<file path="src/hw/rtl/jde7s_pkg.sv">
// Package for the joystick digit editor: register indexes, field widths,
// reset values and the seven-segment decode table. No dependencies.

package jde7s_pkg;

   // Width of one joystick sample field and of each configuration register
   localparam int SAMPLE_W = 10;
   localparam int REG_W    = 10;

   // Debounce counter saturates just above the largest debounce setting
   localparam int COUNT_W = REG_W + 1;
   localparam logic [COUNT_W-1:0] COUNT_SAT = COUNT_W'(1 << REG_W);

   // Configuration register reset values
   localparam logic [REG_W-1:0] LOW_THRESHOLD_RESET  = 10'd400;
   localparam logic [REG_W-1:0] HIGH_THRESHOLD_RESET = 10'd600;
   localparam logic [REG_W-1:0] DEBOUNCE_MS_RESET    = 10'd50;

   // Digit range
   localparam logic [3:0] DIGIT_MAX = 4'd9;

   // Configuration register indexes
   typedef enum logic [1:0] {
      CSR_LOW_THRESHOLD  = 2'd0,
      CSR_HIGH_THRESHOLD = 2'd1,
      CSR_DEBOUNCE_MS    = 2'd2
   } csr_index_type;

   // Segments a..g in bits 0..6, 1 lit; codes above nine are blank
   function automatic logic [6:0] seg_decode(input logic [3:0] digit);
      logic [6:0] seg;
      case (digit)
         4'd0:    seg = 7'h3F;
         4'd1:    seg = 7'h06;
         4'd2:    seg = 7'h5B;
         4'd3:    seg = 7'h4F;
         4'd4:    seg = 7'h66;
         4'd5:    seg = 7'h6D;
         4'd6:    seg = 7'h7D;
         4'd7:    seg = 7'h07;
         4'd8:    seg = 7'h7F;
         4'd9:    seg = 7'h6F;
         default: seg = 7'h00;
      endcase
      return seg;
   endfunction

endpackage

</file>
<file path="src/hw/rtl/joystick_digit_editor_7seg.sv">
// Top level of the joystick digit editor with multiplexed seven-segment scan.
// Depends on jde7s_pkg.
//
// Usage:
//   req_* carries one sample transaction: button level, joystick X and Y and a
//   millisecond tick. Every accepted request yields exactly one rsp_*
//   transaction with the scanned display enable, its segments and point, the
//   edit-mode flag and the selected display.
//   csr_* writes the low threshold, high threshold and debounce time; it is
//   always ready and must only be used while no request is in flight.
// Pipeline and throughput:
//   A request lands in the input register; when it advances, the debounce,
//   selection, digit edit and scan logic updates the state and loads the
//   response register. One request is accepted per cycle while the response
//   is not stalled; the single state-update stage sets that figure.
// Reset:
//   Synchronous, active high. Both registers empty, thresholds 400/600,
//   debounce 50 ms, all digits zero, all points dark, select mode.
// Stall:
//   A held response keeps its data; one more request waits in the input
//   register, after which req_tready drops until rsp_tready returns.

module joystick_digit_editor_7seg
   import jde7s_pkg::*;
#(
   parameter int DISPLAY_COUNT = 4,
   parameter int SAMPLE_BITS   = 10
) (
   input  logic        clock,
   input  logic        reset,
   // Request stream
   input  logic        req_tvalid,
   output logic        req_tready,
   // [0] button_level, [10:1] x_sample, [20:11] y_sample, [21] ms_tick, [23:22] zero
   input  logic [23:0] req_tdata,
   // Response stream
   output logic        rsp_tvalid,
   input  logic        rsp_tready,
   // [3:0] digit_enable_n, [10:4] segment_bits, [11] point_on, [12] editing,
   // [14:13] chosen_display, [15] zero
   output logic [15:0] rsp_tdata,
   // Configuration write
   input  logic        csr_valid,
   output logic        csr_ready,
   input  logic [1:0]  csr_index,
   input  logic [9:0]  csr_data
);

   localparam int SEL_W = (DISPLAY_COUNT > 1) ? $clog2(DISPLAY_COUNT) : 1;
   localparam logic [SEL_W-1:0] LAST_SEL = SEL_W'(DISPLAY_COUNT - 1);
   localparam logic [SAMPLE_W-1:0] SAMPLE_MASK = SAMPLE_W'((1 << SAMPLE_BITS) - 1);

   // Configuration registers
   logic [REG_W-1:0] low_ff, high_ff, debounce_ff;

   // Input register
   logic                s1_valid_ff;
   logic                s1_button_ff;
   logic [SAMPLE_W-1:0] s1_x_ff, s1_y_ff;
   logic                s1_tick_ff;

   // Response register
   logic        rsp_valid_ff;
   logic [15:0] rsp_data_ff, rsp_data_in;

   // Editor state
   logic                prev_ff, prev_in;
   logic                stable_ff, stable_in;
   logic [COUNT_W-1:0]  count_ff, count_in;
   logic                edit_ff, edit_in;
   logic [SEL_W-1:0]    sel_ff, sel_in;
   logic                y_block_ff, y_block_in;
   logic                x_block_ff, x_block_in;
   logic [SAMPLE_W-1:0] held_x_ff, held_x_in;
   logic [SEL_W-1:0]    pos_ff, pos_in;
   logic [DISPLAY_COUNT-1:0][3:0] digit_ff, digit_in;
   logic [DISPLAY_COUNT-1:0]      point_off_ff, point_off_in;

   logic advance;
   logic press_accept, press_toggle;
   logic step_dn, step_up, x_block_set;
   logic [3:0] shown_digit;

   assign advance    = s1_valid_ff && (!rsp_valid_ff || rsp_tready);
   assign req_tready = !s1_valid_ff || advance;
   assign rsp_tvalid = rsp_valid_ff;
   assign rsp_tdata  = rsp_data_ff;
   assign csr_ready  = 1'b1;

   // Configuration write transaction
   always_ff @(posedge clock) begin
      if (reset) begin
         low_ff      <= LOW_THRESHOLD_RESET;
         high_ff     <= HIGH_THRESHOLD_RESET;
         debounce_ff <= DEBOUNCE_MS_RESET;
      end else if (csr_valid) begin
         unique case (csr_index)
            CSR_LOW_THRESHOLD:  low_ff      <= csr_data;
            CSR_HIGH_THRESHOLD: high_ff     <= csr_data;
            CSR_DEBOUNCE_MS:    debounce_ff <= csr_data;
            default: ;
         endcase
      end
   end

   // Input register; samples are masked to the converter width here
   always_ff @(posedge clock) begin
      if (reset) begin
         s1_valid_ff <= 1'b0;
      end else if (req_tready) begin
         s1_valid_ff <= req_tvalid;
      end
   end

   always_ff @(posedge clock) begin
      if (req_tready && req_tvalid) begin
         s1_button_ff <= req_tdata[0];
         s1_x_ff      <= req_tdata[10:1] & SAMPLE_MASK;
         s1_y_ff      <= req_tdata[20:11] & SAMPLE_MASK;
         s1_tick_ff   <= req_tdata[21];
      end
   end

   // Single-pass state update for the item in the input register
   always_comb begin
      logic y_low, y_high, y_inside, hx_inside;

      // debounce
      prev_in = s1_button_ff;
      if (s1_button_ff != prev_ff) begin
         count_in = '0;
      end else if (s1_tick_ff && (count_ff != COUNT_SAT)) begin
         count_in = count_ff + COUNT_W'(1);
      end else begin
         count_in = count_ff;
      end
      press_accept = (count_in > {1'b0, debounce_ff}) && (s1_button_ff != stable_ff);
      stable_in    = press_accept ? s1_button_ff : stable_ff;
      press_toggle = press_accept && !s1_button_ff;
      edit_in      = edit_ff ^ press_toggle;

      // selection by Y
      y_low      = s1_y_ff < low_ff;
      y_high     = s1_y_ff > high_ff;
      sel_in     = sel_ff;
      y_block_in = y_block_ff;
      if (!edit_in && !y_block_ff) begin
         if (y_low) begin
            sel_in     = (sel_ff == LAST_SEL) ? '0 : sel_ff + SEL_W'(1);
            y_block_in = 1'b1;
         end else if (y_high) begin
            sel_in     = (sel_ff == '0) ? LAST_SEL : sel_ff - SEL_W'(1);
            y_block_in = 1'b1;
         end
      end

      // digit step by X
      held_x_in   = edit_in ? s1_x_ff : held_x_ff;
      step_dn     = edit_in && !x_block_ff && (s1_x_ff < low_ff);
      step_up     = edit_in && !x_block_ff && !(s1_x_ff < low_ff) && (s1_x_ff > high_ff);
      x_block_set = x_block_ff || step_dn || step_up;

      // re-arm once back inside the thresholds
      y_inside   = (s1_y_ff >= low_ff) && (s1_y_ff <= high_ff);
      hx_inside  = (held_x_in >= low_ff) && (held_x_in <= high_ff);
      y_block_in = y_block_in && !y_inside;
      x_block_in = x_block_set && !hx_inside;

      // per-display digit and point lanes
      for (int i = 0; i < DISPLAY_COUNT; i++) begin
         digit_in[i]     = digit_ff[i];
         point_off_in[i] = point_off_ff[i];
         if (sel_in == SEL_W'(i)) begin
            if (step_dn) begin
               digit_in[i] = ((digit_ff[i] == 4'd0) || (digit_ff[i] > DIGIT_MAX)) ?
                             DIGIT_MAX : digit_ff[i] - 4'd1;
            end else if (step_up) begin
               digit_in[i] = (digit_ff[i] >= DIGIT_MAX) ? 4'd0 : digit_ff[i] + 4'd1;
            end
         end
         // point follows the new mode: lit in edit mode, dark in select mode
         if (press_toggle && (sel_ff == SEL_W'(i))) begin
            point_off_in[i] = edit_ff;
         end
      end

      // scan advance on a tick
      if (s1_tick_ff) begin
         pos_in = (pos_ff == LAST_SEL) ? '0 : pos_ff + SEL_W'(1);
      end else begin
         pos_in = pos_ff;
      end
   end

   // Scanned response from the updated state
   assign shown_digit = digit_in[pos_ff];

   always_comb begin
      rsp_data_in        = '0;
      rsp_data_in[3:0]   = ~(4'b0001 << pos_ff);
      rsp_data_in[10:4]  = seg_decode(shown_digit);
      rsp_data_in[11]    = ~point_off_in[pos_ff];
      rsp_data_in[12]    = edit_in;
      rsp_data_in[14:13] = 2'(sel_in);
   end

   // Response register
   always_ff @(posedge clock) begin
      if (reset) begin
         rsp_valid_ff <= 1'b0;
      end else if (advance) begin
         rsp_valid_ff <= 1'b1;
      end else if (rsp_tready) begin
         rsp_valid_ff <= 1'b0;
      end
   end

   always_ff @(posedge clock) begin
      if (advance) begin
         rsp_data_ff <= rsp_data_in;
      end
   end

   // Editor state registers
   always_ff @(posedge clock) begin
      if (reset) begin
         prev_ff      <= 1'b0;
         stable_ff    <= 1'b0;
         count_ff     <= '0;
         edit_ff      <= 1'b0;
         sel_ff       <= '0;
         y_block_ff   <= 1'b0;
         x_block_ff   <= 1'b0;
         held_x_ff    <= '0;
         pos_ff       <= '0;
         digit_ff     <= '0;
         point_off_ff <= '1;
      end else if (advance) begin
         prev_ff      <= prev_in;
         stable_ff    <= stable_in;
         count_ff     <= count_in;
         edit_ff      <= edit_in;
         sel_ff       <= sel_in;
         y_block_ff   <= y_block_in;
         x_block_ff   <= x_block_in;
         held_x_ff    <= held_x_in;
         pos_ff       <= pos_in;
         digit_ff     <= digit_in;
         point_off_ff <= point_off_in;
      end
   end

endmodule

</file>
<file path="config.mk">
export PLATFORM = sky130hd
export DESIGN_NAME = joystick_digit_editor_7seg
export DESIGN_NICKNAME = d
export VERILOG_FILES = /design/src/hw/rtl/jde7s_pkg.sv /design/src/hw/rtl/joystick_digit_editor_7seg.sv
export SDC_FILE = /design/constraint.sdc
export NUM_CORES = 1
export LEC_CHECK = 0
export BUFFER_PORTS_ARGS = -buffer_cell sky130_fd_sc_hd__buf_2
export CORE_ASPECT_RATIO = 1.4
export CORE_MARGIN = 4
export CORE_UTILIZATION = 40
export CTS_BUF_LIST = sky130_fd_sc_hd__clkbuf_4 sky130_fd_sc_hd__clkbuf_8
export DETAILED_ROUTE_END_ITERATION = 10
export SETUP_SLACK_MARGIN = 0.4
export SLEW_MARGIN = 5
export SYNTH_ARGS = -nofsm -noshare
export SYNTH_HDL_FRONTEND = slang
export SYNTH_SLANG_ARGS = --single-unit
</file>
<file path="constraint.sdc">
create_clock -name clock -period 7.44 [get_ports clock]
set_input_delay 1.488 -clock clock [delete_from_list [all_inputs] [get_ports clock]]
set_output_delay 1.488 -clock clock [all_outputs]
set_load 0.1 [all_outputs]
</file>
# Yosys cells after proc, flatten, opt, wreduce, memory -nomap -nowiden
# Memory sizes are Yosys's and may differ from the RTL's. A register that Yosys moved wholly into a read port is not among the register bits.
# Cells that the tools add are included.
[op_classes]
addsub = 12
n_lt_le_gt_ge = 18
mux = 42
shifts = 1
n_reduce_logical = 48
bitwise_logic = 3
n_eq_ne = 12
[ops]
columns = ["operator", "n"]
rows = [
  ["$mux W4", 21],
  ["$mux W11", 2],
  ["$ge A10 B10 Y1", 2],
  ["$gt A10 B10 Y1", 2],
  ["$le A10 B10 Y1", 2],
  ["$lt A10 B10 Y1", 2],
  ["$logic_and A1 B1 Y1", 18],
  ["$add A4 B1 Y4 const B", 4],
  ["$ge A4 B4 Y1 const B", 4],
  ["$gt A4 B4 Y1 const B", 4],
  ["$logic_not A4 Y1", 4],
  ["$sub A4 B1 Y4 const B", 4],
  ["$eq A2 B2 Y1 const B", 6],
  ["$mux W2", 6],
  ["$add A11 B1 Y11 const B", 1],
  ["$gt A11 B10 Y1", 1],
  ["$ne A11 B11 Y1 const B", 1],
  ["$mux W1", 10],
  ["$mux W10", 1],
  ["$reduce_and A2 Y1", 5],
  ["$logic_not A1 Y1", 9],
  ["$bmux W4 S2", 1],
  ["$logic_or A1 B1 Y1", 8],
  ["$eq A2 B1 Y1 const B", 3],
  ["other kinds (11)", 15],
]
[totals]
regBits = 119
rom_bits = 112
memories = 1
[mem_list]
columns = ["name", "depth", "width", "read_ports", "rd_ports_with_merged_regs", "wr", "line_no", "source"]
rows = [
  ["(no name shown)", 16, 7, 1, 1, 0, "jde7s_pkg.sv:32", "case (digit)"],
]

# Logic depth before layout (Yosys ltp)
# Gate-level depths: netlist (run 1).
[logic_depth]
depth_word = 16
mapped_depth = 34
ltp_nobuf = 32

# Worst setup path after synthesis (run 1)
# No wires, ideal clock.
[synth_path]
kind = "register to register"
start = "register count_ff[0]"
end = "register x_block_ff"
t_required_ns = 7.298
path_slack_ns = 1.795
setup_time_ns = 0.142
arrival_time_ns = 5.504
stages_incl_launch_ff = 35
path_cell_list = "dfxtp_1 inv_1 ha_1 nand4b_1 and2_1 clkbuf_1 nand4_1 or2_2 nor2_1 nand2_1 xor2_1 nor2_1 ha_1 nand4_1 or2_1 o21bai_1 a211oi_1 o21ai_1 and2_1 inv_1 clkbuf_1 nand2_1 nand2_1 ha_1 nor2b_1 o21a_1 o21a_1 o21a_1 o21a_1 o21a_1 o21a_1 o21a_1 o21a_1 o32ai_1 a311oi_1"
[synth_between]
elab_chain_cells = 13
elab_cells_between_ends = 21
[synth_rtl]
columns = ["element", "line_no", "source"]
rows = [
  ["from (decl)", "joystick_digit_editor_7seg.sv:69", "logic [COUNT_W-1:0] count_ff, count_in;"],
  ["from (signal assigned)", "joystick_digit_editor_7seg.sv:241", "count_ff <= count_in;"],
  ["parallel branches: the longest is 2 deep, another holds $add A11 B1 Y11", "--", ""],
  ["$mux W11 *", "joystick_digit_editor_7seg.sv:132", "end else if (s1_tick_ff && (count_ff != COUNT_SAT)) begin"],
  ["$mux W11 *", "joystick_digit_editor_7seg.sv:130", "if (s1_button_ff != prev_ff) begin"],
  ["via count_in[7]", "joystick_digit_editor_7seg.sv:69", ""],
  ["$gt A11 B10 Y1 *", "joystick_digit_editor_7seg.sv:137", "press_accept = (count_in > {1'b0, debounce_ff}) && (s1_button_ff != stable_ff);"],
  ["$logic_and A1 B1 Y1 *", "joystick_digit_editor_7seg.sv:137", ""],
  ["$logic_and A1 B1 Y1 *", "joystick_digit_editor_7seg.sv:139", "press_toggle = press_accept && !s1_button_ff;"],
  ["$xor A1 B1 Y1 *", "joystick_digit_editor_7seg.sv:140", "edit_in = edit_ff ^ press_toggle;"],
  ["via edit_in", "joystick_digit_editor_7seg.sv:70", "logic edit_ff, edit_in;"],
  ["$mux W10 *", "joystick_digit_editor_7seg.sv:158", "held_x_in = edit_in ? s1_x_ff : held_x_ff;"],
  ["via held_x_in[1]", "joystick_digit_editor_7seg.sv:74", "logic [SAMPLE_W-1:0] held_x_ff, held_x_in;"],
  ["$ge A10 B10 Y1 / $le A10 B10 Y1 (equally long branches)", "joystick_digit_editor_7seg.sv:165", "hx_inside = (held_x_in >= low_ff) && (held_x_in <= high_ff);"],
  ["$logic_and A1 B1 Y1 *", "joystick_digit_editor_7seg.sv:165", ""],
  ["$logic_not A1 Y1 *", "joystick_digit_editor_7seg.sv:167", "x_block_in = x_block_set && !hx_inside;"],
  ["$logic_and A1 B1 Y1 *", "joystick_digit_editor_7seg.sv:167", ""],
  ["to (signal assigned)", "joystick_digit_editor_7seg.sv:245", "x_block_ff <= x_block_in;"],
  ["to (decl)", "joystick_digit_editor_7seg.sv:73", "logic x_block_ff, x_block_in;"],
]
# Mark *: on every way through the listed nets, which the timed path passes.
# A chain may end at the register's enable or synchronous reset.

# Worst setup path after layout (run 1)
[layout_path]
start = "register count_ff[0]"
end = "register x_block_ff"
[layout_between]
elab_chain_cells = 13
elab_cells_between_ends = 21
[layout_rtl]
columns = ["element", "line_no"]
rows = [
  ["parallel branches: the longest is 2 deep, another holds $add A11 B1 Y11", "--"],
  ["$mux W11 *", "joystick_digit_editor_7seg.sv:132"],
  ["$mux W11 *", "joystick_digit_editor_7seg.sv:130"],
  ["via count_in[7]", "joystick_digit_editor_7seg.sv:69"],
  ["$gt A11 B10 Y1 *", "joystick_digit_editor_7seg.sv:137"],
  ["$logic_and A1 B1 Y1 *", "joystick_digit_editor_7seg.sv:137"],
  ["$logic_and A1 B1 Y1 *", "joystick_digit_editor_7seg.sv:139"],
  ["$xor A1 B1 Y1 *", "joystick_digit_editor_7seg.sv:140"],
  ["$mux W10 *", "joystick_digit_editor_7seg.sv:158"],
  ["via held_x_in[2]", "joystick_digit_editor_7seg.sv:74"],
  ["$ge A10 B10 Y1 / $le A10 B10 Y1 (equally long branches)", "joystick_digit_editor_7seg.sv:165"],
  ["$logic_and A1 B1 Y1 *", "joystick_digit_editor_7seg.sv:165"],
  ["$logic_not A1 Y1 *", "joystick_digit_editor_7seg.sv:167"],
  ["$logic_and A1 B1 Y1 *", "joystick_digit_editor_7seg.sv:167"],
]
# Marks and branches as above.

==> results of run 1 <==
## critical path: cells and delay by family, from the launching register on
family	cells	cell delay, ns
AND/OR/NAND/NOR	12	2.09
XOR/XNOR	1	0.13
AO/OA/AOI/OAI	13	2.26
flip-flops	1	0.39
adder cells (fa/ha/maj)	3	0.85
buffers and inverters	3	0.42
## final timing paths
kind	start	end	slack (ns)	cells after the start
hold / removal	high_ff[5]	high_ff[5]	0.46	2
setup / recovery	count_ff[0]	x_block_ff	1.12	32
setup reg to reg	count_ff[0]	x_block_ff	1.12	32
hold reg to reg	high_ff[5]	high_ff[5]	0.46	2
## layer usage
metal | vias up | global-route usage [%] | wire length (µm)
met1 | 3466 | 22.32 | 8996
met2 | 181 | 36.81 | 11710
met5 | - | 0 | 0
met3 | 61 | 3.162 | 804
met4 | 0 | 8.625 | 731
li1 | 3683 | - | -
## registers in the layout (all words and copies together) (netlist names), 2 cells and up
| signal | cells |
|---|---|
| pos_ff | 2 |
| point_off_ff | 4 |
| rsp_tdata | 15 |
| sel_ff | 2 |
| low_ff | 10 |
| s1_x_ff | 10 |
| s1_y_ff | 10 |
| digit_ff | 16 |
| high_ff | 10 |
| count_ff | 11 |
| held_x_ff | 10 |
| debounce_ff | 10 |
## layout by cell type, fill, tap and decap left out, types with 7 or more instances in the layout
cell,instances
dfxtp_1,82
nor2b_1,7
nand3_1,15
edfxtp_1,37
nor2_1,86
buf_4,9
nor3_1,16
buf_2,55
clkbuf_8,17
o211ai_1,7
nand2b_1,11
o21a_1,15
inv_1,71
a31oi_1,11
ha_1,97
o31ai_1,9
nand4_1,12
a211o_1,10
a21o_1,13
o21ai_0,39
a211oi_1,14
a21oi_1,97
xnor2_1,7
nand2_1,164
mux2i_1,11
xor2_1,8
## kinds of logic after synthesis
group,Yosys count
AOI/OAI and AO/OA,285
xor gates and xnor gates,15
adders and majority gates,97
buffers and inverters,117
DFF,119
muxes,17
other,2
and+or+nand+nor,355
## area by class of cell
| class | instances | area share (%) |
|---|---|---|
| clock buffers | 18 | 2.654 |
| clock inverters | 14 | 1.609 |
| inverters | 73 | 3.011 |
| multi-input cells | 771 | 55.25 |
| flip-flops and latches | 119 | 30.25 |
| well taps | 252 | 3.465 |
| repair buffers | 64 | 3.767 |
## stage by stage
stage	std cells	hold WS, ns
global placement	1279	0.4422
CTS	1311	0.4594
detailed placement	1279	0.4481
floorplan	1007	0.4352
finish	1311	0.4564
global route	1311	0.4731
## power by group
group	internal, µW	total, µW	leakage [µW]	switching [µW]
Combinational	89.7	282	0.00250	192
Sequential	694	715	0.00100	20.3
Clock	303	595	0.000206	292
==> summary.txt, run 1 <==
Outcome
  • Status: finished, final reports clean

Worst setup path
  • Critical path class: register to register
  • Critical Path End Type: register
  • Crit path max-delay cell type: and2_1
  • Critical Path Most Common Cell: o21a_1
  • Arrival @ worst endpoint: 6.61 ns
  • Crit path launch type: register
  • Required @ worst endpoint: 7.73 ns
  • Crit-path max FO: 13
  • Worst path max stage delay: 0.50 ns

Floorplan
  • Die area: 0.02299 mm²
  • Core Rows: 61
  • Die width: 129.3 µm
  • DIE HEIGHT: 177.8 µm
  • Core area: 0.02007 mm²
  • Starting density of the core: ~41%
  • Num ports: 60

Timing
  • Relative slew slack: 37.68%
  • Finish-stage setup viols: 0
  • Max frequency: 158.1 MHz
  • Setup_tns: 0 ns
  • Final slew viol count: 0
  • Hold Fails Final Rpt: 0
  • Unrepaired setup endpoints after global routing: no
  • Max Clock Skew: 0.01769 ns
  • Worst setup margin: between 1 and 1.5 ns
  • Crit share post-route: 85.00%
  • Tmin final: 6.324 ns
  • Actual slew at the worst max-slew pin: 0.9349 ns

Finish
  • Flip-flop and latch area: 0.002753 mm²
  • NumNets Final: 1184
  • Fin area: 0.009100 mm²
  • Area grow syn2layout: 10.45%
  • Core Util, Final: 45.33%
  • Multi-input logic area: 0.005027 mm²
  • Layout cells sized above 1: 11.14%
  • Number of diodes: 0
  • Filler instances: 2096

Placed design
  • Gpl congestion: 0.9211
  • DP HPWL: 16740 µm
  • Pre-CTS WS: 1.184 ns
  • Post-DP Area: between 0.008 and 0.009 mm²
  • PortBufs: 55

Clock tree
  • # resized after CTS: 0
  • Register clock-pin slew on the reported worst setup and hold paths: 0.08 ns
  • Worst-skew pair later-pin latency: 0.46 ns
  • CTS Hold Bufs: 0
  • Total CTS buffers: 17
  • CTS tree: yes
  • Maximum clock path buffer count: 2
  • Setup Buffers After CTS: 0
  • H-tree depth: 4
  • Clk sinks: 119
  • Root buf cell: clkbuf_8

Logic synthesis
  • Dominant synthesized flop cell: dfxtp_1
  • Post-synthesis mux area share: 2.369%
  • Synth warn: 0
  • Main combinational cell family by area after synthesis: compound AO/OA/AOI/OAI gates
  • Xor-xnor portion of the synthesized cell area: 1.595%
  • Synthesized flop and latch total: 119
  • Synth top cells by count: nand2_1, a21oi_1, ha_1, nor2_1, dfxtp_1
  • Cell taking the most area after synthesis: dfxtp_1
  • Yosys top cell area share: 19.92%
  • Top-count cell post-synth: nand2_1
  • Asr flop ratio synth: 0%
  • Post-synth EDFFs: 37
  • Post-synthesis compound-gate area fraction: 22.87%
  • Synth top area cells: dfxtp_1, ha_1, edfxtp_1, nand2_1, a21oi_1
  • Syn Std Cell Area: 0.008239 mm²
  • Post-synthesis cell type count: a little over 80
  • Synth Area in Adders: 14.73%
  • Syn Inst Count: 1007
  • Synth Area in Simple Gates: 19.36%
  • Avg Inst Size Synth: slightly above 8 µm²
  • Syn Nets: 1145
  • Post-synthesis sequential area ratio: between 30 and 40%

Global routing
  • Pin count of the biggest net entering global routing: 72
  • GRT Overall Usage: between 10% and 20%
  • Vias in the first global route: 7184
  • First-pass GRT wire length: 36130 µm
  • GRT Residual Overflow: 0
  • Initial antenna violation count: 0

Drt
  • Average routed wire per standard cell: approximately 17 µm
  • Via density: 5.638
  • ANT nets after route: 0
  • Via count: ~7400
  • DRC Markers: 0
  • Drt initial violations: 458
  • Final wirelength: 22250 µm
  • Initial DRT Pass Iterations: 5

Power and ir drop
  • LEAKAGE: 0.003711 µW
  • PnR Total Power: 1591 µW
  • Peak supply drop: around 0.13 mV
  • P per Cell Area: about 170 mW/mm²

Worst hold path
  • Class of the tightest hold or removal check: register to register

Job
  • Max_cap viols: 0
(Power assumes the default switching activity.)
==> run 2, diff against run 1 <==
==> constraint.sdc (replaced) <==
create_clock -name clock -period 6.1 [get_ports clock]
set_input_delay 1.22 -clock clock [delete_from_list [all_inputs] [get_ports clock]]
set_output_delay 1.22 -clock clock [all_outputs]
set_load 0.1 [all_outputs]
==> run 2 against run 1 <==
Compared with the run above: count of clock-buffer cells in the layout grew 5; via count grew 1.5%; sequential power up 22%; largest power group unchanged; design area is 4.1% higher; wire length is 3.1% higher; die area did not move; critical endpoint is now rsp_tdata[5].
==> summary.txt, run 2 (synthesized netlist as in run 1, its figures left out) <==
Outcome
  • Status: finished, final reports clean

Drt
  • Via count: between 7000 and 8000
  • DRC Markers: 0
  • ANT nets after route: 0
  • Initial DRT Pass Iterations: 5
  • Average routed wire per standard cell: 17.17 µm
  • Drt initial violations: 482
  • Final wirelength: around 23000 µm
  • Via density: 5.617

Finish
  • Flip-flop and latch area: 0.002759 mm²
  • NumNets Final: 1209
  • Most frequent cells in the layout: nand2_1, ha_1, a21oi_1
  • Fin area: 0.009473 mm²
  • Max reg flops: 16
  • Multi-input logic area: between 0.005 and 0.006 mm²
  • Fin cells: about 1300
  • Commonest non-fill, non-tap cell in the layout: nand2_1
  • Filler instances: approximately 2000
  • Area grow syn2layout: 14.97%
  • Number of diodes: 0
  • Reg with most FFs: digit_ff
  • Layout cells sized above 1: 15.87%

Clock tree
  • H-tree depth: 4
  • Worst-skew pair later-pin latency: about 0.46 ns
  • Root buf cell: clkbuf_8
  • CTS Hold Bufs: 0
  • Register clock-pin slew on the reported worst setup and hold paths: 0.07 ns
  • Total CTS buffers: 17
  • Maximum clock path buffer count: 2
  • CTS tree: yes
  • Clk sinks: 119

Power and ir drop
  • LEAKAGE: ~0.0038 µW
  • Internal power: 1383 µW
  • Reg power frac: about 44%
  • Clk pwr share: 38.2%
  • Peak supply drop: ~0.14 mV
  • Switching share of power: between 30 and 40%
  • P per Cell Area: 210.5 mW/mm²
  • Psw: 610.5 µW
  • Combinational Power Share: ~18%

Worst setup path
  • Crit-path max FO: 12
  • Required @ worst endpoint: roughly 6.3 ns
  • Reg2Reg Depth: 26
  • Worst path max stage delay: 0.36 ns
  • Crit path max-delay cell type: dfxtp_2
  • Critical path class: register to register
  • Arrival @ worst endpoint: 5.67 ns
  • Critical Path End Type: register
  • Crit path launch type: register

Global routing
  • Vias in the first global route: 7337
  • Pin count of the biggest net entering global routing: 71
  • First-pass GRT wire length: 36710 µm
  • Initial antenna violation count: 0
  • GRT Residual Overflow: 0
  • GRT Overall Usage: around a fifth

Placed design
  • DP HPWL: ~17000 µm
  • PortBufs: 55
  • Placed insts: 1298
  • Post-DP Area: 0.008855 mm²
  • Gpl congestion: 0.8929

Worst hold path
  • Hold Crit Depth: 2
  • Class of the tightest hold or removal check: register to register

Timing
  • Final slew viol count: 0
  • Setup_tns: 0 ns
  • Max Clock Skew: about 0.013 ns
  • Tmin final: 5.473 ns
  • Actual slew at the worst max-slew pin: between 1 and 1.5 ns
  • Finish-stage setup viols: 0
  • Hold Fails Final Rpt: 0
  • Relative slew slack: 25.22%
  • Crit share post-route: 89.73%
  • Unrepaired setup endpoints after global routing: no
  • Max frequency: 182.7 MHz

Floorplan
  • Starting density of the core: 41.05%
  • Die area: 0.02299 mm²
  • Core area: 0.02007 mm²
  • Die width: 129.3 µm
  • Core Rows: 61
  • DIE HEIGHT: 177.8 µm
  • Num ports: 60

Job
  • Max_cap viols: 0
==> run 2: metrics by stage <==
stage               util [%]  power (µW)  setup slack (ns)  hold slack, ns
global route           47.19        2088            0.3725          0.4717
detailed placement     44.11        1241            0.2064          0.4477
finish                 47.19        1994            0.6266          0.4558
CTS                    46.40        2005            0.3592          0.4582
floorplan                  -        1141            0.4545          0.4352
global placement       44.11        1236            0.2272          0.4421
==> run 2: cell type report <==
cell class | count | area share (%)
clock inverter | 9 | 1.189
sequential | 119 | 29.12
clock buffer | 23 | 3.210
multi-input combinational | 771 | 54.62
timing repair buffer | 89 | 5.640
tap | 252 | 3.328
inverter | 73 | 2.893
==> run 2: power groups by stage <==
| stage | combinational (µW) | sequential [µW] | clock (µW) |
|---|---|---|---|
| floorplan | 227 | 914 | 0 |
| global placement | 347 | 890 | 0 |
| detailed placement | 350 | 890 | 0 |
| CTS | 353 | 872 | 780 |
| global route | 397 | 875 | 816 |
| finish | 360 | 872 | 763 |
==> run 2: what timing repair did <==
action,in CTS,in global routing
endpoints found under the setup margin,7,8
gates resized for setup,11,29
pin swaps,1,13
setup buffers,1,5
gates cloned,0,0
==> run 2: layer usage <==
layer  vias up  share of wire [%]  global-route usage, %
met2       230                 52                  37.02
met3        65                4.4                  3.433
met5         -                  0                      0
met1      3471                 40                  22.56
met4         0                3.6                  8.975
li1       3738                  -                      -
==> run 2: worst max-delay path, delay by kind of cell (launching register included) <==
| kind | cells | cell delay [ns] |
|---|---|---|
| AO/OA/AOI/OAI | 6 | 1.16 |
| XOR/XNOR | 1 | 0.13 |
| adder cells (fa/ha/maj) | 3 | 0.77 |
| buffers and inverters | 2 | 0.29 |
| flip-flops | 1 | 0.36 |
| multiplexers | 2 | 0.50 |
| AND/OR/NAND/NOR | 12 | 2.02 |
==> run 2: path summary, 6_finish.rpt <==
| kind | end | slack [ns] | from |
|---|---|---|---|
| max | rsp_tdata[5] | 0.63 | count_ff[1] |
| min | low_ff[2] | 0.46 | low_ff[2] |
| max reg2reg | rsp_tdata[5] | 0.63 | count_ff[1] |
| min reg2reg | low_ff[2] | 0.46 | low_ff[2] |
